## config.mk

```make
export PLATFORM = sky130hd
export DESIGN_NAME = whc_ctrl
export DESIGN_NICKNAME = d
export VERILOG_FILES = /design/src/sv/whc_pkg.sv /design/src/sv/whc_ctrl.sv
export SDC_FILE = /design/constraint.sdc
export NUM_CORES = 1
export LEC_CHECK = 0
export BUFFER_PORTS_ARGS = -buffer_cell sky130_fd_sc_hd__buf_2
export CAP_MARGIN = 10
export CORE_AREA = 10 10 47 49
export DETAILED_ROUTE_END_ITERATION = 12
export DIE_AREA = 0 0 57 59
export HOLD_SLACK_MARGIN = 0.15
export PLACE_DENSITY_LB_ADDON = 0.12
export SYNTH_ARGS = -nofsm -noshare
export SYNTH_HDL_FRONTEND = slang
export SYNTH_SLANG_ARGS = --single-unit
```

## constraint.sdc

```tcl
create_clock -name clock -period 1 [get_ports clock]
set_input_delay 0.15 -clock clock [delete_from_list [all_inputs] [get_ports clock]]
set_output_delay 0.15 -clock clock [all_outputs]
set_load 0.01 [all_outputs]
```

## src/sv/whc_pkg.sv

```systemverilog
`timescale 1ns / 1ps
`default_nettype none
// ----------------------------------------------------------------------------
// whc_pkg: shared types and constants of the word hash counter
// Table geometry, status codes, controller states and the delimiter test.
// ----------------------------------------------------------------------------
package whc_pkg;

   localparam int NUM_SLOTS   = 1024;
   localparam int IDX_BITS    = $clog2(NUM_SLOTS);
   localparam int KEY_BITS    = IDX_BITS;
   localparam int COUNT_BITS  = 16;
   localparam int CHAR_BITS   = 8;
   localparam int RADIX_BITS  = 16;
   localparam int STATUS_BITS = 3;

   localparam logic [RADIX_BITS-1:0] RADIX_RESET = RADIX_BITS'(31);

   localparam logic OP_TEXT  = 1'b0;
   localparam logic OP_QUERY = 1'b1;

   typedef enum logic [STATUS_BITS-1:0] {
      STAT_NEW    = 3'd0,
      STAT_RAISED = 3'd1,
      STAT_FULL   = 3'd2,
      STAT_FOUND  = 3'd3,
      STAT_ABSENT = 3'd4
   } status_type;

   typedef enum logic [1:0] {
      S_CLEAR,
      S_IDLE,
      S_READ,
      S_CHECK
   } state_type;

   // controller -> datapath
   typedef struct packed {
      logic clear;
      logic take;
      logic read;
      logic check;
   } cmd_type;

   // datapath -> controller
   typedef struct packed {
      logic finish;
      logic clear_last;
      logic probe_done;
   } stat_type;

   typedef struct packed {
      logic                  valid;
      logic [KEY_BITS-1:0]   key;
      logic [COUNT_BITS-1:0] count;
   } entry_type;

   function automatic logic is_delim(input logic [CHAR_BITS-1:0] c);
      is_delim = (c == 8'h20) || (c == 8'h09) || (c == 8'h0A) || (c == 8'h2C) ||
                 (c == 8'h2E) || (c == 8'h21) || (c == 8'h3A) || (c == 8'h3B) ||
                 (c == 8'h27);
   endfunction

endpackage
`default_nettype wire

```

## src/sv/whc_ctrl.sv

```systemverilog
`timescale 1ns / 1ps
`default_nettype none
// ----------------------------------------------------------------------------
// whc_ctrl: sequencer of the word hash counter
// Runs the table clearing sweep, then alternates idle and probe read/check.
// ----------------------------------------------------------------------------
module whc_ctrl (
   input  wire logic             clock,
   input  wire logic             reset,
   input  wire logic             start,
   input  wire whc_pkg::stat_type stat,
   output whc_pkg::cmd_type      cmd,
   output logic                  busy
);

   whc_pkg::state_type state_ff, state_in;

   always_ff @(posedge clock) begin
      if (reset) begin
         state_ff <= whc_pkg::S_CLEAR;
      end else begin
         state_ff <= state_in;
      end
   end

   always_comb begin
      state_in = state_ff;
      unique case (state_ff)
         whc_pkg::S_CLEAR: begin
            if (stat.clear_last) state_in = whc_pkg::S_IDLE;
         end
         whc_pkg::S_IDLE: begin
            if (start && stat.finish) state_in = whc_pkg::S_READ;
         end
         whc_pkg::S_READ: begin
            state_in = whc_pkg::S_CHECK;
         end
         whc_pkg::S_CHECK: begin
            state_in = stat.probe_done ? whc_pkg::S_IDLE : whc_pkg::S_READ;
         end
         default: begin
            state_in = whc_pkg::S_CLEAR;
         end
      endcase
   end

   always_comb begin
      cmd       = '0;
      busy      = 1'b1;
      unique case (state_ff)
         whc_pkg::S_CLEAR: begin
            cmd.clear = 1'b1;
         end
         whc_pkg::S_IDLE: begin
            busy     = 1'b0;
            cmd.take = start;
         end
         whc_pkg::S_READ: begin
            cmd.read = 1'b1;
         end
         whc_pkg::S_CHECK: begin
            cmd.check = 1'b1;
         end
         default: begin
            busy = 1'b1;
         end
      endcase
   end

endmodule
`default_nettype wire

```

Word level (Yosys, flattened, before mapping)
Cells that the tools add are included.

Bits of input ports: 6. Register bits: 2. Output and inout bits: 5. Word-level logic and storage cells: 18. Bits in latches: 0. Bits in read-only memories: 0. RAM bits: 0. Memories: 0.

Bitwise gates (word level): 0. Reduce and logical (&&, ||, !) cells: 3. $add $sub $neg: 0. Divide/modulo/power cells: 0. Muxes and demuxes: 9. $lt $le $gt $ge: 0. Shifts and indexed selects: 0. $mul: 0. Eq/ne operators: 5.

Operators with widths (number): $pmux W2 S4 (1); $mux W2 (3); $mux W1 (5); $eq A2 B2 Y1 const B (2); $ne A2 B2 Y1 const B (2); $eq A2 B1 Y1 const B (1); $logic_not A2 Y1 (1); $reduce_and A2 Y1 (1); $logic_and A1 B1 Y1 (1).

Depth between registers and ports, before layout
Gate-level depths: netlist of run 1.

Word-level depth: 3. Depth in mapped cells: 3. Gate-level depth less buffers: 3.

Least setup slack after synthesis of run 1
No wires, ideal clock.

Path type: register -> output. Start: register state_ff[0]. End: output port cmd[2] in the netlist's numbering. Stages on the path, launching flop included: 3. Data required time: 0.850 ns. Path buffers: 0. Arrival: 0.720 ns. Path slack: 0.130 ns. Cell sequence: dfxtp_1 > nand2b_1 > nor2_1.

RTL lines: start: declaration (RTL line whc_ctrl.sv:16) `whc_pkg::state_type state_ff, state_in;`; start signal: assignment (RTL line whc_ctrl.sv:20) `state_ff <= whc_pkg::S_CLEAR;`; start signal: assignment (RTL line whc_ctrl.sv:22) `state_ff <= state_in;`; end: declaration (RTL line whc_ctrl.sv:12) `output whc_pkg::cmd_type cmd,`.

==> results.cfg, run 1 <==
[floorplanning]
ios = 11
fp-row-count = 14
die_h_um = 59
die_area_sq_um = 3363
coreArea_sq_um = 1401
die_width_um = 57
start_util_pct = 8.304

[global_route]
grt_pass1_wl_um = 738
grtUsageTotal_pct = 3.326
antenna_found_initial = 0
grt_pass1_vias = 162
grt-ovfl-total = 0
grt_max_degree = 9

[yosys]
synth_flop_cell = dfxtp_1
ys_seq_elements = 2
synth_common_cells = a31oi_1 (3), nor2_1 (3), dfxtp_1 (2), inv_1 (2)
synth_top_area_share_pct = 34.41
syn_nets = 21
synth_top_area_cell = dfxtp_1
synth_area_sq_um = 116.4
ys_seq_area_share_pct = 34.41
async_flop_share_pct = 0
ys_warn_count = 0
synth_edf_count = 0
synth_area_leaders = dfxtp_1 (34%), a31oi_1 (16%), a211oi_2 (11%), nor2_1 (9.7%), inv_1 (6.5%)
netlist_instances = 15
synth_cell_types = 9
avgSynthCellArea_sq_um = 7.757

[critical_path]
crit_buf_inv = 1
cp_max_fo = 7
crit_arrival_ns = 0.90
worst-setup-path-type = reg2out
critPathMaxStageDelay_ns = 0.33
worstPathRequired_ns = 0.85
cp_top_family = flip-flops
endpoint_kind = primary output
cp-start-kind = flip-flop
cp_cell_sequence = nand2b_4, nor2_1, buf_2
worst_path_max_delay_cell = dfxtp_2
r2r_slack_ns = 0.10

[routing]
firstDrtPassIters = 3
via_count = 159
drc_errors = 0
ant_nets = 0
post_drt_wl_per_cell_um = 9.979
drt-total-wl_um = 469
via_per_inst = 3.383
drt_iter0_drc = 1

[status]
violations = setup timing
status = complete, but fails checks

[timing]
hold_slack_ns = 0.2942
final-max-slew-violation-count = 0
fmax_ghz = 0.9498
fin_tns_setup_ns = -0.07264
hold_violations = 0
slew_headroom_pct = 84.80
setup_viol = 3
skew_ns = 0.0005463
min_period_over_period_pct = 105.3
rsz0062_at_grt = yes
period_minus_slack_ns = 1.053
worst_pin_slew_ns = 0.2270
setup_ws_ns = -0.05285

[placement]
place_congestion = 0.7244
post-place-ws_ns = 0.09361
portBuffers = 10
hpwlAfterDp_um = 365

[layout]
area_growth_pct = 121.5
drive_gt1_share_pct = 61.29
regMostFlops = state_ff
diodes = 0
fin_nets = 39
largest_reg_flops = 2
top_regs = state_ff: 2 flops

[clock_tree]
root_buffer = clkbuf_4
clk_path_buf_depth = 2
clock_latency_ns = 0.22
h-tree-depth = 1
tritoncts = done
cts_buffers = 3
path_clk_slew_ns = 0.03
cts_num_sinks = 2

[flow_run]
drv_cap = 0

[power]
ir_worst_vdd_uv = 482.3
finalPower_uw = 343.5
p_leak_uw = 0.0001232
power-per-cell-area_nw_per_um2 = 1333

[hold_path]
min_path_type = in2reg
## cell usage in the layout, fill, tap and decap left out
cell type | Yosys | final
nor2b_1 | 1 | 1
dlygate4sd3_1 | 0 | 2
buf_6 | 0 | 1
dfxtp_4 | 0 | 1
o21a_1 | 1 | 1
a31oi_1 | 3 | 3
and2_4 | 0 | 1
inv_1 | 2 | 2
nand2b_4 | 0 | 1
a211oi_2 | 1 | 1
dfxtp_2 | 0 | 1
nor2_1 | 3 | 3
buf_2 | 0 | 9
buf_4 | 0 | 1
clkbuf_4 | 0 | 3
## through the flow
stage / std cells / instance area, sq um / util, %
3_3_place_gp: 41 / 186.4 / 13.30
4_1_cts: 46 / 250.2 / 17.86
6_report: 47 / 257.7 / 18.39
3_5_place_dp: 41 / 186.4 / 13.30
5_1_grt: 47 / 257.7 / 18.39
2_1_floorplan: 15 / 116.4 / -
## layout make-up
class                      instances  area (sq um)
tap                               16         20.02
sequential                         2         45.04
inverter                           2         7.507
clock buffer                       3         22.52
fill                             170          1144
timing repair buffer              13         83.83
multi-input combinational         11         78.83
## final timing paths
path | cells after the start | start | endpoint
max | 3 | state_ff[1] | cmd[2]
min | 3 | stat[2] | state_ff[0]
max reg2reg | 3 | state_ff[0] | state_ff[1]
min reg2reg | 1 | state_ff[1] | state_ff[0]
## report_power, final
part,leakage (uW),total [uW],switching (uW),internal (uW)
clock network,0.0000138,174,42.2,132
logic,0.0000919,70.3,31.2,39.2
registers,0.0000175,99.0,12.0,87.0
total,0.000123,344,85.4,258
## repair_timing
action	4_1_cts	5_1_grt
hold endpoints to repair	1	0
hold buffers	2	0
setup buffers	0	1
setup endpoints to repair	5	5
pin swaps	1	0
resized for setup	6	0
## worst reg2reg max path, cell delays in order (launching register included)
cell	delay, ns
dfxtp_4	0.36
and2_4	0.15
buf_4	0.13
a211oi_2	0.19
## cells by family (layout without fill, tap and decap cells)
logic type	after synthesis	in the layout	synth area share, %
simple gates	6	6	25.82
flops	2	2	34.41
buf+inv	2	18	6.454
compound gates	5	5	33.34
## layer usage
| layer | global-route usage, % | wire (um) | up-vias |
|---|---|---|---|
| met5 | 0 | 0 | - |
| met4 | 3.020 | 0 | 0 |
| met3 | 4.936 | 73 | 0 |
| met2 | 2.171 | 119 | 11 |
| met1 | 3.677 | 275 | 64 |
| li1 | - | - | 84 |
No activity file was read; power rests on OpenSTA's default activity.
==> run 2, diff against run 1 <==
Settings changed: BUFFER_PORTS_ARGS -buffer_cell sky130_fd_sc_hd__buf_2 to default, CAP_MARGIN 10 to default, DONT_BUFFER_PORTS from default to 1, PLACE_DENSITY_LB_ADDON 0.12 to default.
==> results.cfg, run 2 (synthesis results as in run 1) <==
[routing]
drt_iter0_drc = 0
via_per_inst = 3.711
via_count = 141
post_drt_wl_per_cell_um = 11.58
ant_nets = 0
drc_errors = 0
firstDrtPassIters = 1
drt-total-wl_um = 440

[floorplanning]
fp-row-count = 14
die_width_um = 57
die_h_um = 59
die_area_sq_um = 3363
ios = 11
coreArea_sq_um = 1401
start_util_pct = 8.304

[timing]
worst_pin_slew_ns = 0.2310
slew_headroom_pct = 84.55
setup_viol = 0
fmax_ghz = 1.006
final-max-slew-violation-count = 0
skew_ns = 0.001797
min_period_over_period_pct = 99.40
hold_violations = 0
period_minus_slack_ns = 0.9940
hold_slack_ns = 0.1694
rsz0062_at_grt = yes

[placement]
place_area_sq_um = 143.9
portBuffers = 0
place_inst = 32
place_congestion = 0.6666

[clock_tree]
root_buffer = clkbuf_4
h-tree-depth = 1
cts_num_sinks = 2
clk_path_buf_depth = 2
clock_latency_ns = 0.22
cts_buffers = 3
tritoncts = done
path_clk_slew_ns = 0.03

[critical_path]
cp_cell_sequence = nand2b_4, buf_6
r2r_cells = 2
worst-setup-path-type = reg2out
startpoint = state_ff[1]
worst_path_max_delay_cell = dfxtp_4
crit_arrival_ns = 0.84
cp_max_fo = 6
r2r_slack_ns = 0.17
cp_top_family = flip-flops
crit_buf_inv = 1
crit_end = busy
critPathMaxStageDelay_ns = 0.35
r2r_start = state_ff[0]
endpoint_kind = primary output
worstPathRequired_ns = 0.85
crit_cells = 2
r2r_end = state_ff[1]
cp-start-kind = flip-flop

[global_route]
grt_pass1_vias = 158
antenna_found_initial = 0
grt_max_degree = 9
grt-ovfl-total = 0
grt_pass1_wl_um = 731
grtUsageTotal_pct = 3.284

[layout]
fin_cells = 38
fill_cells = 170
regMostFlops = state_ff
top_regs = state_ff: 2 flops
finalInstanceArea_sq_um = 225.2
fin_nets = 30
area.sequential_sq_um = 47.55
drive_gt1_share_pct = 54.55
layout_common_cells = a31oi_1 (3), clkbuf_4 (3)
fin_util_pct = 16.07
area_growth_pct = 93.55
diodes = 0
multi_input_area_sq_um = 88.84
largest_reg_flops = 2

[hold_path]
min_path_type = in2reg

[flow_run]
drv_cap = 0

[power]
finalPower_uw = 335.8
p_leak_uw = 0.00008686
power-per-cell-area_nw_per_um2 = 1491
ir_worst_vdd_uv = 260.2

[status]
status = complete, no violations
[run 2: cell count changes in the layout (fill, tap and decap cells not counted), sizes merged]
| cell | change |
|---|---|
| buf | -9 |
[run 2: layout make-up]
type	instances	share of cell area, %
sequential	2	21.11
inverter	2	3.333
multi-input combinational	11	39.44
clock buffer	3	10.00
tap	16	8.889
timing repair buffer	4	17.22
[run 2: worst min-delay path by stage]
stage,start,to,slack [ns],depth (start not counted)
after floorplan,reset,state_ff[1],0.21,1
after global placement,reset,state_ff[1],0.22,1
after detailed placement,reset,state_ff[1],0.22,1
after CTS,stat[0],state_ff[0],0.17,3
after global routing,stat[0],state_ff[0],0.19,3
final,stat[0],state_ff[0],0.17,3
[run 2: layer usage]
| layer | global-route usage (%) | up-vias | part of all wire (%) |
|---|---|---|---|
| li1 | - | 66 | - |
| met1 | 2.494 | 61 | 34 |
| met2 | 3.876 | 10 | 45 |
| met3 | 4.506 | 4 | 16 |
| met4 | 3.020 | 0 | 4.1 |
| met5 | 0 | - | 0 |
[run 2: per-stage QoR]
step                setup WS, ns   TNS, ns
detailed placement        0.1057         0
finish                  0.006036         0
CTS                     -0.01292  -0.03531
global route            -0.02424  -0.03604
floorplan                 0.1300         0
global placement          0.1054         0
[run 2: timing repair]
| item | CTS | global route |
|---|---|---|
| endpoints found under the setup margin | 4 | 4 |
| setup buffers | 0 | 1 |
| hold buffers | 2 | 0 |
| gates resized for setup | 5 | 5 |
| hold endpoints to repair | 2 | 0 |
[run 2: worst register-to-register path, stage by stage, from the launching register on]
cell,delay [ns]
dfxtp_4,0.36
and2_4,0.18
a211oi_2,0.20
[run 2: report_power, final]
group / switching, uW / leakage [uW] / total (uW) / internal (uW)
registers: 11.9 / 0.0000178 / 97.3 / 85.3
logic: 28.1 / 0.0000553 / 61.0 / 32.9
clock network: 45.3 / 0.0000138 / 178 / 132
total: 85.3 / 0.0000869 / 336 / 250
==> run 3, diff against run 2 <==
Settings changed: CELL_PAD_IN_SITES_DETAIL_PLACEMENT from default to 1, CELL_PAD_IN_SITES_GLOBAL_PLACEMENT from default to 1, PLACE_DENSITY_LB_ADDON from default to 0.1.
==> results.cfg, run 3 (synthesis results as in run 1) <==
[status]
status = complete, no violations

[routing]
via_count = 139
post_drt_wl_per_cell_um = 11.63
drt-total-wl_um = 442
firstDrtPassIters = 2
drc_errors = 0
via_per_inst = 3.658
ant_nets = 0
drt_iter0_drc = 2

[floorplanning]
start_util_pct = 8.304
die_width_um = 57
die_h_um = 59
ios = 11
die_area_sq_um = 3363
fp-row-count = 14
coreArea_sq_um = 1401

[power]
power-per-cell-area_nw_per_um2 = 1459
p_sw_uw = 78.77
p_comb_share_pct = 18.5
power_frac_seq_pct = 29.9
switching_share_pct = 23.97
internal-power_uw = 249.9
ir_worst_vdd_uv = 168.7
p_leak_uw = 0.00008686
power.share.clock_pct = 51.6
finalPower_uw = 328.7

[placement]
hpwlAfterDp_um = 377
portBuffers = 0
place_congestion = 0.5435

[timing]
final-max-slew-violation-count = 0
slew_headroom_pct = 84.81
fmax_ghz = 1.014
setup_viol = 0
skew_ns = 0.001689
worst_pin_slew_ns = 0.2270
min_period_over_period_pct = 98.65
hold_violations = 0
rsz0062_at_grt = yes
period_minus_slack_ns = 0.9865

[critical_path]
r2r_end = state_ff[1]
endpoint_kind = primary output
r2r_cells = 3
cp_max_fo = 6
r2r_slack_ns = 0.13
worstPathRequired_ns = 0.85
r2r_start = state_ff[1]
cp-start-kind = flip-flop
crit_arrival_ns = 0.84
worst-setup-path-type = reg2out

[global_route]
grt-ovfl-total = 0
grtUsageTotal_pct = 3.244
antenna_found_initial = 0
grt_max_degree = 9
grt_pass1_wl_um = 724
grt_pass1_vias = 173

[layout]
fin_nets = 30
diodes = 0
regMostFlops = state_ff
drive_gt1_share_pct = 54.55
largest_reg_flops = 2
area.sequential_sq_um = 47.55
fin_util_pct = 16.07
fill_cells = 178
top_regs = state_ff: 2 flops
multi_input_area_sq_um = 88.84
layout_common_cells = a31oi_1 (3), clkbuf_4 (3)
area_growth_pct = 93.55

[hold_path]
whs_path_depth = 3
hp-start = stat[0]
worstHoldEndpoint = state_ff[0]
min_path_type = in2reg

[clock_tree]
root_buffer = clkbuf_4
tritoncts = done
cts_buffers = 3
clock_latency_ns = 0.22
clk_path_buf_depth = 2
h-tree-depth = 1
cts_num_sinks = 2
path_clk_slew_ns = 0.03

[flow_run]
drv_cap = 0
## run 3: timing repair
action,CTS,global route
buffers inserted,1,0
resized for setup,6,4
hold buffers,2,0
hold endpoints to repair,2,0
endpoints found under the setup margin,4,4
## run 3: critical path, cell delays in order, from the launching register on
cell and delay [ns]:
dfxtp_4 0.35, nand2b_4 0.15, buf_6 0.12
## run 3: cell type report
class	count	share of cell area (%)
Multi-Input combinational cell	11	39.44
Sequential cell	2	21.11
Timing Repair Buffer	4	17.22
Clock buffer	3	10.00
Tap cell	16	8.889
Inverter	2	3.333
## run 3: routing by layer
metal / routed length, um / track usage [%]
met1: 122 / 1.548
met2: 280 / 5.736
met3: 39 / 2.790
met4: 0 / 4.027
met5: 0 / 0
## run 3: worst max path at each step
stage,to,start
after global placement,state_ff[1],state_ff[0]
after global routing,busy,state_ff[1]
after detailed placement,state_ff[1],state_ff[0]
after CTS,cmd[2],state_ff[1]
after floorplan,cmd[2],state_ff[0]
final,busy,state_ff[1]
## run 3: power groups by stage
stage / combinational (uW) / clock, uW / sequential [uW]
after floorplan: 28.5 / 0 / 94.7
after global placement: 39.6 / 0 / 98.2
after detailed placement: 39.6 / 0 / 98.3
after CTS: 55.8 / 184 / 99.1
after global routing: 67.1 / 203 / 99.4
final: 60.7 / 170 / 98.2
## run 3: stage by stage
stage / worst slack, ns / setup TNS (ns) / hold slack (ns) / cell area, sq um / std cells
6_report: 0.01347 / 0 / 0.1748 / 225.2 / 38
5_1_grt: -0.02609 / -0.04323 / 0.1839 / 225.2 / 38
3_5_place_dp: 0.06790 / 0 / 0.2174 / 143.9 / 32
3_3_place_gp: 0.07807 / 0 / 0.2160 / 143.9 / 32
2_1_floorplan: 0.1300 / 0 / 0.2146 / 116.4 / 15
4_1_cts: -0.01194 / -0.02379 / 0.1734 / 211.5 / 38
